**src/sv/deque_with_search_macros.svh**
```systemverilog
// ----------------------------------------------------------------------------
// deque_with_search assertion macros
// concurrent assertion wrappers, compiled out when ASSERT_OFF is defined
// ----------------------------------------------------------------------------
`ifndef DEQUE_WITH_SEARCH_MACROS_SVH
`define DEQUE_WITH_SEARCH_MACROS_SVH

`ifndef ASSERT_OFF
`define DWS_ASSERT(label, clk, rst_n, prop, msg) \
    label: assert property (@(posedge clk) disable iff (!rst_n) (prop)) else $error(msg);
`define DWS_ASSERT_NEXT(label, clk, rst_n, ante, cons, msg) \
    label: assert property (@(posedge clk) disable iff (!rst_n) (ante) |=> (cons)) \
        else $error(msg);
`else
`define DWS_ASSERT(label, clk, rst_n, prop, msg)
`define DWS_ASSERT_NEXT(label, clk, rst_n, ante, cons, msg)
`endif

`endif

```
**src/sv/dws_pkg.sv**
```systemverilog
// ----------------------------------------------------------------------------
// dws_pkg
// shared types, action codes and default sizes for the searchable deque
// ----------------------------------------------------------------------------
package dws_pkg;

    localparam int DEPTH_DEF       = 16;
    localparam int VALUE_WIDTH_DEF = 32;
    localparam int ACTION_W        = 3;
    localparam int IN_VALUE_W      = 32;
    localparam int COUNT_OUT_W     = 5;

    typedef logic [ACTION_W-1:0] t_action;

    localparam t_action ACT_PUSH_FRONT = 3'd0;
    localparam t_action ACT_POP_FRONT  = 3'd1;
    localparam t_action ACT_PUSH_BACK  = 3'd2;
    localparam t_action ACT_POP_BACK   = 3'd3;
    localparam t_action ACT_SEARCH     = 3'd4;

    typedef struct packed {
        logic found;
        logic empty_error;
        logic full_error;
    } t_result;

    typedef struct packed {
        logic wr_en;
        logic rd_en;
    } t_mem_ctl;

endpackage

```
**src/sv/deque_with_search.sv**
```systemverilog
// ----------------------------------------------------------------------------
// deque_with_search
// bounded double-ended queue of signed values with linear search.
// entries live in a circular single-port-read store addressed from a head
// slot and a count. push front, pop front, push back, pop back and unused
// actions commit in the cycle the word is accepted, as does a search of an
// empty deque; the result goes to a staging register, then to the output
// register. other searches walk the stored entries through the store's one
// read port, one entry per cycle, before the result is staged. one result
// can wait at the output while the next word is accepted and finished.
// ----------------------------------------------------------------------------
`include "deque_with_search_macros.svh"

module deque_with_search
    import dws_pkg::*;
#(
    parameter int DEPTH       = DEPTH_DEF,
    parameter int VALUE_WIDTH = VALUE_WIDTH_DEF
) (
    input  logic                         i_clk,
    input  logic                         i_rst_n,
    input  logic                         i_valid,
    output logic                         o_ready,
    input  logic [ACTION_W-1:0]          i_action,
    input  logic signed [IN_VALUE_W-1:0] i_value,
    output logic                         o_valid,
    input  logic                         i_ready,
    output logic                         o_found,
    output logic                         o_empty_error,
    output logic                         o_full_error,
    output logic [COUNT_OUT_W-1:0]       o_entry_count
);

    localparam int IW = $clog2(DEPTH);
    localparam int CW = $clog2(DEPTH + 1);

    logic                   w_res_valid;
    logic                   w_res_take;
    t_result                w_res;
    logic [CW-1:0]          w_count;
    t_mem_ctl               w_mem_ctl;
    logic [IW-1:0]          w_waddr;
    logic [VALUE_WIDTH-1:0] w_wdata;
    logic [IW-1:0]          w_raddr;
    logic [VALUE_WIDTH-1:0] w_rdata;
    logic                   w_full_push;
    logic                   w_flag_clash;

    logic                   r_o_valid;
    t_result                r_o_res;
    logic [COUNT_OUT_W-1:0] r_o_count;

    dws_seq #(
        .DEPTH       (DEPTH),
        .VALUE_WIDTH (VALUE_WIDTH)
    ) u_seq (
        .i_clk       (i_clk),
        .i_rst_n     (i_rst_n),
        .i_valid     (i_valid),
        .o_ready     (o_ready),
        .i_action    (i_action),
        .i_value     (i_value),
        .o_res_valid (w_res_valid),
        .i_res_take  (w_res_take),
        .o_res       (w_res),
        .o_count     (w_count),
        .o_mem_ctl   (w_mem_ctl),
        .o_waddr     (w_waddr),
        .o_wdata     (w_wdata),
        .o_raddr     (w_raddr),
        .i_rdata     (w_rdata)
    );

    dws_store #(
        .DEPTH (DEPTH),
        .WIDTH (VALUE_WIDTH)
    ) u_store (
        .i_clk   (i_clk),
        .i_ctl   (w_mem_ctl),
        .i_waddr (w_waddr),
        .i_wdata (w_wdata),
        .i_raddr (w_raddr),
        .o_rdata (w_rdata)
    );

    // output register, refilled from the staged result as it drains
    assign w_res_take = w_res_valid && (!r_o_valid || i_ready);

    always_ff @(posedge i_clk) begin
        if (!i_rst_n) begin
            r_o_valid <= 1'b0;
        end else if (w_res_take) begin
            r_o_valid <= 1'b1;
        end else if (i_ready) begin
            r_o_valid <= 1'b0;
        end
    end

    always_ff @(posedge i_clk) begin
        if (w_res_take) begin
            r_o_res   <= w_res;
            r_o_count <= COUNT_OUT_W'(w_count);
        end
    end

    assign o_valid       = r_o_valid;
    assign o_found       = r_o_res.found;
    assign o_empty_error = r_o_res.empty_error;
    assign o_full_error  = r_o_res.full_error;
    assign o_entry_count = r_o_count;

    assign w_full_push  = i_valid && o_ready && (w_count == CW'(DEPTH)) &&
                          ((i_action == ACT_PUSH_FRONT) || (i_action == ACT_PUSH_BACK));
    assign w_flag_clash = (o_found && o_empty_error) || (o_found && o_full_error) ||
                          (o_empty_error && o_full_error);

    `DWS_ASSERT(a_count_bound, i_clk, i_rst_n, w_count <= CW'(DEPTH), "count above depth")
    `DWS_ASSERT_NEXT(a_full_push, i_clk, i_rst_n, w_full_push, $stable(w_count), "count changed")
    `DWS_ASSERT(a_flags_exclusive, i_clk, i_rst_n, !(o_valid && w_flag_clash), "flags overlap")

endmodule

```
**src/sv/dws_store.sv**
```systemverilog
// ----------------------------------------------------------------------------
// dws_store
// entry memory, one write port and one registered read port
// ----------------------------------------------------------------------------
module dws_store
    import dws_pkg::*;
#(
    parameter int DEPTH = DEPTH_DEF,
    parameter int WIDTH = VALUE_WIDTH_DEF
) (
    input  logic                     i_clk,
    input  t_mem_ctl                 i_ctl,
    input  logic [$clog2(DEPTH)-1:0] i_waddr,
    input  logic [WIDTH-1:0]         i_wdata,
    input  logic [$clog2(DEPTH)-1:0] i_raddr,
    output logic [WIDTH-1:0]         o_rdata
);

    logic [WIDTH-1:0] r_mem [DEPTH];
    logic [WIDTH-1:0] r_rdata;

    always_ff @(posedge i_clk) begin
        if (i_ctl.wr_en) begin
            r_mem[i_waddr] <= i_wdata;
        end
    end

    always_ff @(posedge i_clk) begin
        if (i_ctl.rd_en) begin
            r_rdata <= r_mem[i_raddr];
        end
    end

    assign o_rdata = r_rdata;

endmodule

```
**src/sv/dws_seq.sv**
```systemverilog
// ----------------------------------------------------------------------------
// dws_seq
// head and count bookkeeping, store addressing and the search walk
// ----------------------------------------------------------------------------
module dws_seq
    import dws_pkg::*;
#(
    parameter int DEPTH       = DEPTH_DEF,
    parameter int VALUE_WIDTH = VALUE_WIDTH_DEF
) (
    input  logic                       i_clk,
    input  logic                       i_rst_n,
    input  logic                       i_valid,
    output logic                       o_ready,
    input  t_action                    i_action,
    input  logic signed [IN_VALUE_W-1:0] i_value,
    output logic                       o_res_valid,
    input  logic                       i_res_take,
    output t_result                    o_res,
    output logic [$clog2(DEPTH+1)-1:0] o_count,
    output t_mem_ctl                   o_mem_ctl,
    output logic [$clog2(DEPTH)-1:0]   o_waddr,
    output logic [VALUE_WIDTH-1:0]     o_wdata,
    output logic [$clog2(DEPTH)-1:0]   o_raddr,
    input  logic [VALUE_WIDTH-1:0]     i_rdata
);

    localparam int IW = $clog2(DEPTH);
    localparam int CW = $clog2(DEPTH + 1);

    localparam logic ST_IDLE   = 1'b0;
    localparam logic ST_SEARCH = 1'b1;

    logic                   r_state, n_state;
    logic [IW-1:0]          r_head, n_head;
    logic [CW-1:0]          r_count, n_count;
    logic [IW-1:0]          r_ptr, n_ptr;
    logic [CW-1:0]          r_left, n_left;
    logic                   r_rd_pend, n_rd_pend;
    logic [VALUE_WIDTH-1:0] r_key, n_key;
    logic                   r_found, n_found;
    logic                   r_res_valid, n_res_valid;
    t_result                r_res, n_res;

    logic                   accept;
    logic                   is_full;
    logic                   is_empty;
    logic [IW-1:0]          head_dec;
    logic [IW-1:0]          head_inc;
    logic [IW-1:0]          ptr_inc;
    logic [CW:0]            back_sum;
    logic [IW-1:0]          back_slot;
    logic [VALUE_WIDTH-1:0] key_in;

    assign o_ready  = (r_state == ST_IDLE) && !r_res_valid;
    assign accept   = i_valid && o_ready;
    assign is_full  = (r_count == CW'(DEPTH));
    assign is_empty = (r_count == '0);
    assign key_in   = VALUE_WIDTH'(i_value);

    assign head_dec  = (r_head == '0) ? IW'(DEPTH - 1) : r_head - 1'b1;
    assign head_inc  = (r_head == IW'(DEPTH - 1)) ? '0 : r_head + 1'b1;
    assign ptr_inc   = (r_ptr == IW'(DEPTH - 1)) ? '0 : r_ptr + 1'b1;
    assign back_sum  = (CW+1)'(r_head) + (CW+1)'(r_count);
    assign back_slot = (back_sum >= (CW+1)'(DEPTH)) ? IW'(back_sum - (CW+1)'(DEPTH))
                                                    : IW'(back_sum);

    always_comb begin
        n_state     = r_state;
        n_head      = r_head;
        n_count     = r_count;
        n_ptr       = r_ptr;
        n_left      = r_left;
        n_rd_pend   = 1'b0;
        n_key       = r_key;
        n_found     = r_found;
        n_res_valid = r_res_valid && !i_res_take;
        n_res       = r_res;
        o_mem_ctl   = '0;
        o_waddr     = head_dec;
        o_wdata     = key_in;
        o_raddr     = r_ptr;

        if (accept) begin
            n_res_valid = 1'b1;
            n_res       = '0;
            case (i_action)
                ACT_PUSH_FRONT: begin
                    if (is_full) begin
                        n_res.full_error = 1'b1;
                    end else begin
                        o_mem_ctl.wr_en = 1'b1;
                        o_waddr         = head_dec;
                        n_head          = head_dec;
                        n_count         = r_count + 1'b1;
                    end
                end
                ACT_POP_FRONT: begin
                    if (is_empty) begin
                        n_res.empty_error = 1'b1;
                    end else begin
                        n_head  = head_inc;
                        n_count = r_count - 1'b1;
                    end
                end
                ACT_PUSH_BACK: begin
                    if (is_full) begin
                        n_res.full_error = 1'b1;
                    end else begin
                        o_mem_ctl.wr_en = 1'b1;
                        o_waddr         = back_slot;
                        n_count         = r_count + 1'b1;
                    end
                end
                ACT_POP_BACK: begin
                    if (is_empty) begin
                        n_res.empty_error = 1'b1;
                    end else begin
                        n_count = r_count - 1'b1;
                    end
                end
                ACT_SEARCH: begin
                    if (!is_empty) begin
                        n_res_valid = 1'b0;
                        n_state     = ST_SEARCH;
                        n_left      = r_count;
                        n_ptr       = r_head;
                        n_key       = key_in;
                        n_found     = 1'b0;
                    end
                end
                default: begin
                end
            endcase
        end else if (r_state == ST_SEARCH) begin
            if (r_left != '0) begin
                o_mem_ctl.rd_en = 1'b1;
                n_ptr           = ptr_inc;
                n_left          = r_left - 1'b1;
                n_rd_pend       = 1'b1;
            end
            if (r_rd_pend && (i_rdata == r_key)) begin
                n_found = 1'b1;
            end
            if ((r_left == '0) && !r_rd_pend) begin
                n_state     = ST_IDLE;
                n_res_valid = 1'b1;
                n_res       = '0;
                n_res.found = r_found;
            end
        end
    end

    always_ff @(posedge i_clk) begin
        if (!i_rst_n) begin
            r_state     <= ST_IDLE;
            r_head      <= '0;
            r_count     <= '0;
            r_rd_pend   <= 1'b0;
            r_res_valid <= 1'b0;
        end else begin
            r_state     <= n_state;
            r_head      <= n_head;
            r_count     <= n_count;
            r_rd_pend   <= n_rd_pend;
            r_res_valid <= n_res_valid;
        end
    end

    always_ff @(posedge i_clk) begin
        r_ptr   <= n_ptr;
        r_left  <= n_left;
        r_key   <= n_key;
        r_found <= n_found;
        r_res   <= n_res;
    end

    assign o_res_valid = r_res_valid;
    assign o_res       = r_res;
    assign o_count     = r_count;

endmodule
```
**config.mk**
```make
export PLATFORM = sky130hd
export DESIGN_NAME = deque_with_search
export DESIGN_NICKNAME = d
export VERILOG_FILES = /design/src/sv/dws_pkg.sv /design/src/sv/deque_with_search.sv /design/src/sv/dws_store.sv /design/src/sv/dws_seq.sv
export VERILOG_INCLUDE_DIRS = /design/src /design/src/sv
export SDC_FILE = /design/constraint.sdc
export NUM_CORES = 1
export LEC_CHECK = 0
export BUFFER_PORTS_ARGS = -buffer_cell sky130_fd_sc_hd__buf_2
export CELL_PAD_IN_SITES_DETAIL_PLACEMENT = 1
export CELL_PAD_IN_SITES_GLOBAL_PLACEMENT = 1
export CORE_MARGIN = 1
export CORE_UTILIZATION = 56
export CTS_CLUSTER_SIZE = 20
export DETAILED_ROUTE_END_ITERATION = 7
export PLACE_DENSITY = 0.89
export SYNTH_ARGS = -nofsm -noshare
export SYNTH_HDL_FRONTEND = slang
export SYNTH_SLANG_ARGS = --single-unit
```
**constraint.sdc**
```tcl
create_clock -name i_clk -period 5.4 [get_ports i_clk]
set_clock_uncertainty 0.15 [all_clocks]
set_input_delay 0.81 -clock i_clk [delete_from_list [all_inputs] [get_ports i_clk]]
set_output_delay 0.81 -clock i_clk [all_outputs]
set_load 0.01 [all_outputs]
```
Word-level counts from Yosys, hierarchy flattened

Memories as Yosys holds them, arrays and structs flattened. A register that Yosys moved wholly into a read port is not among the register bits.
Cells that the tools add are included.

Output and inout bits: 10
Logic and storage cells: 130
Memories: 1
Register bits after elaboration: 66
RAM bits: 512

Memories:

| memory        | depth | bits a word | rd ports | clocked after Yosys merged registers in | wr ports | line            | source |
|---|---|---|---|---|---|---|---|
| u_store.r_mem | 16    | 32          | 1        | 1                                       | 1        | dws_store.sv:19 | `logic [WIDTH-1:0] r_mem [DEPTH];` |

Multiplexer cells: 54
Equal/unequal tests: 14
Reduce and logical (&&, ||, !) cells: 33
$add $sub $neg: 8
Bitwise gates (word level): 2
Magnitude comparators: 1

Operator list:

| cell                  | number |
|---|---|
| $mux W4               | 14 |
| $mux W5               | 7 |
| $eq A32 B32 Y1        | 1 |
| $mux W1               | 28 |
| $reduce_and A4 Y1     | 4 |
| $reduce_bool A2 Y1    | 7 |
| $ne A2 B2 Y1 const B  | 6 |
| $logic_not A5 Y1      | 2 |
| $pmux W5 S2           | 1 |
| $sub A5 B1 Y5 const B | 2 |
| $add A4 B1 Y4 const B | 2 |
| $eq A4 B4 Y1 const B  | 2 |
| $pmux W4 S2           | 1 |
| $sub A4 B1 Y4 const B | 2 |
| $add A4 B5 Y6         | 1 |
| $eq A3 B2 Y1 const B  | 2 |
| $ge A6 B5 Y1 const B  | 1 |
| $logic_and A1 B1 Y1   | 6 |
| $mux W2               | 3 |
| $reduce_and A2 Y1     | 3 |
| $add A5 B1 Y5 const B | 1 |
| $eq A5 B5 Y1 const B  | 1 |
| $reduce_bool A5 Y1    | 1 |
| $logic_not A1 Y1      | 4 |
| 8 further kinds       | 10 |

Longest topological paths before layout

Gate-level depths: netlist of run 1.

Depth in word-level cells: 8
Depth in mapped cells: 8
Gate-level depth less buffers: 8

Modules after synthesis

From an unflattened synthesis of run 1, not the netlist that was laid out.

Cells, all modules: 1131
Area total of the unflattened synthesis: 23635.2 um^2

Modules (own cells, without submodules):

| module            | cells an instance | area each (um^2) | instances |
|---|---|---|---|
| dws_store         | 838               | 20155.6          | 1 |
| dws_seq           | 281               | 3191.8           | 1 |
| deque_with_search | 12                | 287.8            | 1 |

Least setup slack after synthesis of run 1

No wires, ideal clock.

Path kind: input to register
From: in i_action[2]
To: mem u_store.r_mem[12][0] in the netlist's numbering (enable)
Path buffers: 1
Slack: 1291 ps
Data arrival time: 3538 ps
Setup time: 421 ps
Stages: 6
Cells stage by stage: or4b_4 -> a2111oi_4 -> buf_6 -> nand2_1 -> o22a_1 -> nor2_1

Word-level cells in the longest chain between the ends: 6

Ends and longest elaborated chain:

| item                                             | line                    | source |
|---|---|---|
| start, declared                                  | deque_with_search.sv:24 | `input logic [ACTION_W-1:0] i_action,` |
| $eq A3 B2 Y1 or $logic_not A3 Y1 (tied branches) | dws_seq.sv:87           | `case (i_action)` |
| $reduce_or A2 Y1 (no line)                       | -                       |  |
| $mux W1                                          | -                       |  |
| $mux W1                                          | dws_seq.sv:84           | `if (accept) begin` |
| $mux W1                                          | dws_store.sv:23         | `if (i_ctl.wr_en) begin` |
| $mux W1 (implied by the code)                    | dws_store.sv:24         | `r_mem[i_waddr] <= i_wdata;` |
| end, declared                                    | dws_store.sv:19         |  |

Several ways; a longest one is shown, not always the timed one.

Final worst setup path of run 1

From: reg u_seq.r_head[0]
To: mem u_store.r_mem[6][26] in the netlist's numbering (enable)

Word-level cells in the longest chain between the ends: 6

Ends and longest elaborated chain:

| item                                          | line           | source |
|---|---|---|
| start, declared                               | dws_seq.sv:35  | `logic [IW-1:0] r_head, n_head;` |
| start signal, assigned                        | dws_seq.sv:163 | `r_head <= n_head;` |
| $add A4 B5 Y6                                 | dws_seq.sv:64  | `assign back_sum = (CW+1)'(r_head) + (CW+1)'(r_count);` |
| $ge A6 B5 Y1 or $sub A4 B1 Y4 (tied branches) | dws_seq.sv:65  | `assign back_slot = (back_sum >= (CW+1)'(DEPTH)) ? IW'(back_sum - (CW+1)'(DEPTH))` |
| $mux W4                                       | dws_seq.sv:65  |  |
| $mux W4                                       | dws_seq.sv:107 | `if (is_full) begin` |
| $mux W4                                       | -              |  |
| $mux W4 *                                     | dws_seq.sv:84  |  |

Mark *: on every way between the ends. The rest lies on a longest branch, timed or not.

==> results.txt, run 1 <==
Setup repair after global routing left no endpoint under its margin. The worst hold path belongs to the class reg -> reg. 49 I/O pins were placed.

Dividing the final minimum period by the clock period gives 76.5%. Of the cells placed in the final design, the portion with a size suffix greater than 1 is 29.0%. The design draws 9.46 mW.

Once detail routing completed, the nets flagged for antenna violations numbered 0. Entering global routing, the biggest net connects 132 pins. The flow ran to the end, and the final reports show no timing, DRC or antenna violations. Number of antenna violations at the first check in global routing: 2. The global-route wire length before repair came out at 79500 µm. In this run, CTS created clock tree buffers numbering 58. For this run, the register share of the synthesized area comes to 77.3%. For the max-slew violation total from the final report, the log shows 0.

For met2 alone, demand over resource in global routing was 45.0%. The analysis attributes to cell leakage a power of 8.30 nW. The detailed-route wire length per cell is 31.7 µm.

The per-instance average area after synthesis works out to 22.5 µm². The number of nets in the layout was 1183; the count of buffers inserted at the top-level ports was 48. The tools report the number of warning messages in the yosys log as 0. The layout overhead on the synthesized area is 12.3%, and the flop and latch count out of synthesis is 610. CTS built an H-tree with a depth of 2.

After filler insertion, the fill cell instance count of the layout stands at 3290. The logs give 42800 µm² for the floorplan die area and 1098 for the net count after synthesis. The worst setup path is launched from a flip-flop.

From left edge to right edge, the die measures 207 µm. The die is 207 µm tall. Headroom to the max-slew limit came out at 16.8%.

Wires add up to 54100 µm. The met1 routing resource usage after global routing was 35.0%; the required time of the worst setup path was 5.57 ns. In the layout the commonest cells are sky130_fd_sc_hd__edfxtp_1 (596), sky130_fd_sc_hd__mux4_2 (160), sky130_fd_sc_hd__clkbuf_16 (59), sky130_fd_sc_hd__buf_2 (48), sky130_fd_sc_hd__xnor2_1 (37). For this run the aggregate overflow at the end of global routing stands at 0. The HPWL after detailed placement is 30200 µm.

Once the floorplan was initialized, standard cells occupied 57.2% of the core. The minimum clock period after layout is 4.13 ns, and the largest fanout on the critical path is 24. Post-CTS repair changed the size of 0 cells. The floorplan step defined a core boundary enclosing 41100 µm². At the pin with the least slew margin, the transition time is 1.25 ns.

After clock tree synthesis, the setup repair step added 0 buffers. Derived from the worst setup path, the maximum achievable clock frequency is 242 MHz. The most common cell after layout, fill and taps aside was sky130_fd_sc_hd__edfxtp_1. STA classifies the critical path endpoint as a flip-flop.

Clock tree synthesis selected as its root buffer the cell sky130_fd_sc_hd__clkbuf_16. Clock tree synthesis found a total of 610 sinks. The detail-routed via count per cell is 6.45. The critical path is of the reg -> reg type. The tools report the global routing met3 resource utilization as 4.69%. Hold buffer count at cts: 0.

Routability-driven placement finished with a final weighted congestion of 0.772. The first detailed-routing pass ran for 7 iterations. TritonCTS built the clock tree. Summing over every cut layer, the via total after detailed routing is 11000.

Clock latency on the worst-skew pair, taken at its later pin, is 0.61 ns. At the worst endpoint, the arrival time is 4.30 ns. The count of cell types in the netlist is 46, and the power density over the cells is 358 nW/µm².

After floorplanning, the core was divided into 74 placement rows. Counting along the longest clock path gives a buffer depth of 3. Across every metal layer, demand over resource in global routing totals 26.5%. The count of endpoints failing setup in the final report was 0.

Summing every instance area after synthesis gives 23500 µm². The gate count after technology mapping is 1046, and the number of DRC markers in iteration 0 is 1105. Across the run, the number of max-cap violations was 0. The via count of the first global-routing pass came out at 11800. For the DRC violation count after routing, the log shows 0. The run gives 0 as the final-report hold violation count. met2 is the most crowded layer. The logs give 382 µV for the largest vdd supply drop and 5220 µm² for the multi-input combinational cell area. After routing, the total negative slack on setup checks comes to 0 ns. For the area taken by flip-flops and latches, the log shows 18200 µm².

The clock slew seen by the registers of the worst setup and hold paths works out to 0.06 ns.
-- cells by family after synthesis --
family / count (synthesis) / share of synthesized area (%)
buffers and inverters: 58 / 1.01
DFF: 610 / 77.3
and+or+nand+nor: 99 / 2.08
adders and majority gates: 13 / 0.756
AOI/OAI and AO/OA: 56 / 1.61
muxes: 164 / 15.5
xor gates and xnor gates: 46 / 1.71
-- cells in the mapped netlist, drive strengths merged --
master,instances,area share [%]
inv,13,0.21
dfxtp,14,1.2
o22a,1,0.037
nand3,4,0.085
nor2,43,0.69
or3b,1,0.037
a2111oi,2,0.18
or3,1,0.027
and2,1,0.027
o21ai,11,0.23
nand4,6,0.16
a31oi,5,0.19
mux2i,4,0.17
a211oi,1,0.032
nor2b,6,0.16
and4b,1,0.043
edfxtp,596,76
o311ai,2,0.075
nor3,7,0.15
or4b,3,0.14
and3,4,0.11
nor4,3,0.11
o21a,1,0.032
buf,14,0.31
xor2,9,0.34
o2bb2ai,1,0.037
a21o,4,0.13
a21oi,23,0.49
a311oi,1,0.037
xnor2,37,1.4
nand2b,4,0.11
ha,11,0.59
a22oi,1,0.032
clkbuf,31,0.50
nand2,15,0.24
o211ai,1,0.032
fa,2,0.17
mux4,160,15
a2bb2oi,1,0.037
o32a,1,0.043
-- area by class of cell --
class | instances | area share [%]
Sequential cell | 610 | 68.8
Multi-Input combinational cell | 378 | 19.8
Clock buffer | 66 | 5.69
Tap cell | 532 | 2.52
Timing Repair Buffer | 70 | 1.87
Clock inverter | 37 | 1.13
Inverter | 13 | 0.185
Antenna cell | 1 | 0.00948
-- sequential cells by signal, summed over array words and instances, names as in the netlist --
register	flops
u_store.r_mem	512
o_full_error	1
u_seq.r_rd_pend	1
u_seq.o_res_valid	1
o_entry_count	5
u_seq.r_left	5
u_seq.o_raddr	4
u_seq.o_res	3
u_seq.r_head	4
u_seq.r_found	1
o_found	1
u_store.o_rdata	32
u_seq.r_state	1
u_seq.r_key	32
o_valid	1
o_empty_error	1
u_seq.o_count	5
-- worst paths after layout --
kind,cells after the start,to,start,slack [ns]
max,7,u_store.r_mem[6][26],u_seq.r_head[0],1.27
min,0,o_full_error,u_seq.o_res[0],0.27
max reg2reg,7,u_store.r_mem[6][26],u_seq.r_head[0],1.27
min reg2reg,0,o_full_error,u_seq.o_res[0],0.27
-- metrics by stage --
| stage | instance area, µm² | hold slack [ns] | cells | utilization, % | setup WS [ns] |
|---|---|---|---|---|---|
| 2_1_floorplan | 23500 | 0.250 | 1046 | - | 1.29 |
| 3_3_place_gp | 24600 | 0.250 | 1603 | 59.9 | 1.26 |
| 3_5_place_dp | 24600 | 0.260 | 1603 | 59.9 | 1.12 |
| 4_1_cts | 26400 | 0.274 | 1706 | 64.2 | 1.36 |
| 5_1_grt | 26400 | 0.287 | 1706 | 64.2 | 1.12 |
| 6_report | 26400 | 0.272 | 1707 | 64.2 | 1.27 |
-- critical path, stage by stage, from the launching register on --
cell and delay (ns):
sky130_fd_sc_hd__dfxtp_1 0.51, sky130_fd_sc_hd__inv_1 0.23, sky130_fd_sc_hd__ha_1 0.34, sky130_fd_sc_hd__o311ai_0 0.97
sky130_fd_sc_hd__nand2_1 0.17, sky130_fd_sc_hd__a2bb2oi_1 0.32, sky130_fd_sc_hd__nor2_4 0.82, sky130_fd_sc_hd__buf_4 0.31
-- routing by layer --
layer  part of all wire (%)  routed length, µm
met4                    2.9               1600
met1                     39              20900
met5                  0.024                 13
met2                     52              28300
met3                    6.2               3340
-- power breakdown --
group	internal (mW)	total, mW	switching [mW]
clock network	2.18	3.91	1.74
logic	0.101	0.296	0.195
registers	5.23	5.25	0.0200
total	7.51	9.46	1.95
Note: power is estimated with default switching activity, not from simulation.
==> run 2: changes to the inputs <==
==> constraint.sdc (replaced) <==
create_clock -name i_clk -period 3.96 [get_ports i_clk]
set_clock_uncertainty 0.15 [all_clocks]
set_input_delay 0.594 -clock i_clk [delete_from_list [all_inputs] [get_ports i_clk]]
set_output_delay 0.594 -clock i_clk [all_outputs]
set_load 0.01 [all_outputs]
==> results.txt, run 2 (same netlist as run 1, synthesis figures left out) <==
The core region is 41100 µm². For this design the total switching power over the nets is 2.77 mW. The logs give 0 for the final antenna-violating net count and 610 for the TritonCTS sink count.

In the global route stage, overall resource usage came out at 27.9%. CTS built an H-tree with a depth of 2. The met1 routing resource usage after global routing is 35.3%.

The global-route wire length before repair was 82600 µm; the reg2reg setup slack was 0.19 ns. Via count of the first global-routing pass: 12300. Worst-skew pair later-pin latency: 0.62 ns. During I/O placement, the number of pins put on the boundary was 49. The routed layout has 11200 vias.

For the pin with the worst max-slew slack, the measured transition is 1.28 ns. The final non-filler cell total was 1734; the max-slew violation total from the final report was 0. Port buffering added 48 buffers. TritonCTS built the clock tree.

In the layout the commonest cells are sky130_fd_sc_hd__edfxtp_1 (596), sky130_fd_sc_hd__mux4_2 (160), sky130_fd_sc_hd__clkbuf_16 (58), sky130_fd_sc_hd__buf_2 (48), sky130_fd_sc_hd__xnor2_1 (37). Launching instance or port of the critical path: u_seq.r_state. Setup slack on the critical path of the routed design comes to 0.188 ns.

The most common cell after layout, fill and taps aside was sky130_fd_sc_hd__edfxtp_1. The floorplan step set the die width to 207 µm. The worst register-to-register path ends at u_store.r_mem[0][16].

In this run, flip-flops and latches consume 53.7% of the power. Wires add up to 57200 µm. The tools report the routability congestion estimate from global placement as 0.787. In this run the critical register-to-register path is launched from u_seq.r_state. The detail-routed via count per cell was 6.49; the maximum buffer depth of the clock tree was 3.

Once layout is done, the placed cells without fillers occupy 26900 µm². The category of the worst setup path capture point was a flip-flop. Max-cap violations in this run came to 0. The critical setup path kind was reg -> reg. Leakage power summed over all cells: 8.50 nW. The number of nets in the layout came out at 1206. The maximum number of pins on one net before global-route repair was 36. For the headroom to the max-slew limit, the log shows 14.8%. Setup repair after global routing left no endpoint under its margin.

The total overflow left after global routing is 0. Dividing the detail-routed wire length by the instance count gives 33.0 µm. For the share of power burned in the clock network, the log shows 43.1%. The area taken by flip-flops and latches came out at 18200 µm².

The tools report the final-report hold violation count as 0. For the worst setup path, the data required time is 4.04 ns. The count of endpoints failing setup in the final report is 0. The multi-input combinational cell area was 5220 µm². The number of inserted diodes was 0. Global routing consumed, on the met3 layer, 5.64% of the routing resources. The filler cells instantiated in the layout total 3242.

Power comes to 13.3 mW. Data arrives at the worst endpoint at 3.85 ns. In this run the power density over the cells is 496 nW/µm². The most utilized layer in the global route result is met2. In this run the worst path has a maximum fanout of 32. More flip-flops sit in one register than any other, and that register is u_store.r_mem.

In the finished design, the share of the clock period the worst path needs comes to 95.2%. Met2 demand-to-capacity share in global routing: 48.0%. The run gives 0 as the number of instances resized during post-cts repair.

Clock tree synthesis inserted a total of 58 buffers. IR analysis of the VDD net gives a maximum drop of 409 µV. The routed design could run at a clock period as short as 3.77 ns.

The die is 207 µm tall. In this run the worst hold path is classified as in -> reg. Internal power comes to 10.6 mW. The number of flip-flops in the largest register was 512. The cell chosen for the clock root is sky130_fd_sc_hd__clkbuf_16.

Clock-pin slew was measured on the worst setup and hold paths at 0.06 ns. Counting tap cells, the placed design contains a total of 1626 instances. The endpoint of the worst setup timing path is u_store.r_mem[0][16]. The die covers 42800 µm².

The HPWL after detailed placement is 32300 µm. The first detailed-routing pass took 7 iterations. The number of hold buffers added after CTS was 0. The logs give 0 for the number of buffers added for setup after CTS and 57.2% for the starting density of the core. The total placed instance area was 24900 µm².

The run finished with clean final reports. The maximum frequency from static timing analysis is 265 MHz. The tools report the number of antenna violations at the first check in global routing as 3.

Combinational logic is responsible for 3.2% of the overall power. The nature of the critical path startpoint was a flip-flop. The worst register-to-register path has a depth of 4. Compared with the post-synthesis result, the final layout area differs by 14.3%. Timing analysis after detailed placement gives a worst setup slack of -0.0915 ns.

Net switching is 20.8% of the power. The DRC violation count after routing came out at 0. Number of DRC markers in iteration 0: 1259.

Number of core rows: 74. The layout cell share with drive strength beyond 1 came out at 30.9%.
-- run 2: worst max-delay path: stages (launching register included) --
cell	delay, ns
sky130_fd_sc_hd__dfxtp_1	0.38
sky130_fd_sc_hd__or4b_4	0.62
sky130_fd_sc_hd__a2111oi_4	0.63
sky130_fd_sc_hd__a31oi_1	0.48
sky130_fd_sc_hd__nor2_4	1.09
-- run 2: worst min-delay path by stage --
stage / slack, ns / cells after the start / startpoint / end
2_1_floorplan: 0.25 / 0 / u_seq.o_res[1] / o_empty_error
3_3_place_gp: 0.26 / 0 / u_seq.o_res[0] / o_full_error
3_5_place_dp: 0.27 / 0 / u_seq.o_res[0] / o_full_error
4_1_cts: 0.05 / 2 / i_valid / u_seq.o_res[2]
5_1_grt: 0.06 / 2 / i_rst_n / u_seq.r_state
6_report: 0.07 / 2 / i_valid / u_seq.o_res[2]
-- run 2: power by group through the flow --
| stage | Clock (mW) | Combinational [mW] | Sequential [mW] |
|---|---|---|---|
| 2_1_floorplan | 0 | 0.211 | 7.29 |
| 3_3_place_gp | 0 | 0.386 | 7.29 |
| 3_5_place_dp | 0 | 0.417 | 7.30 |
| 4_1_cts | 5.83 | 0.426 | 7.16 |
| 5_1_grt | 6.00 | 0.452 | 7.16 |
| 6_report | 5.75 | 0.425 | 7.16 |
-- run 2: metrics by stage --
stage               utilization (%)  TNS [ns]  hold slack (ns)
floorplan                         -         0            0.250
global placement               60.6         0            0.259
detailed placement             60.6     -2.77            0.273
CTS                            65.3         0           0.0451
global route                   65.3         0           0.0633
finish                         65.3         0           0.0734
-- run 2: area by class of cell --
cell class | count | area share [%]
inverter | 13 | 0.182
timing repair buffer | 93 | 2.94
clock buffer | 63 | 5.47
tap | 532 | 2.48
sequential | 610 | 67.7
clock inverter | 45 | 1.83
multi-input combinational | 378 | 19.4
-- run 2: layer usage --
| layer | vias up | wire, µm | share of wire, % |
|---|---|---|---|
| li1 | 4598 | - | - |
| met1 | 5948 | 21100 | 37 |
| met2 | 568 | 30100 | 53 |
| met3 | 131 | 3960 | 6.9 |
| met4 | 4 | 2030 | 3.6 |
| met5 | - | 26 | 0.045 |
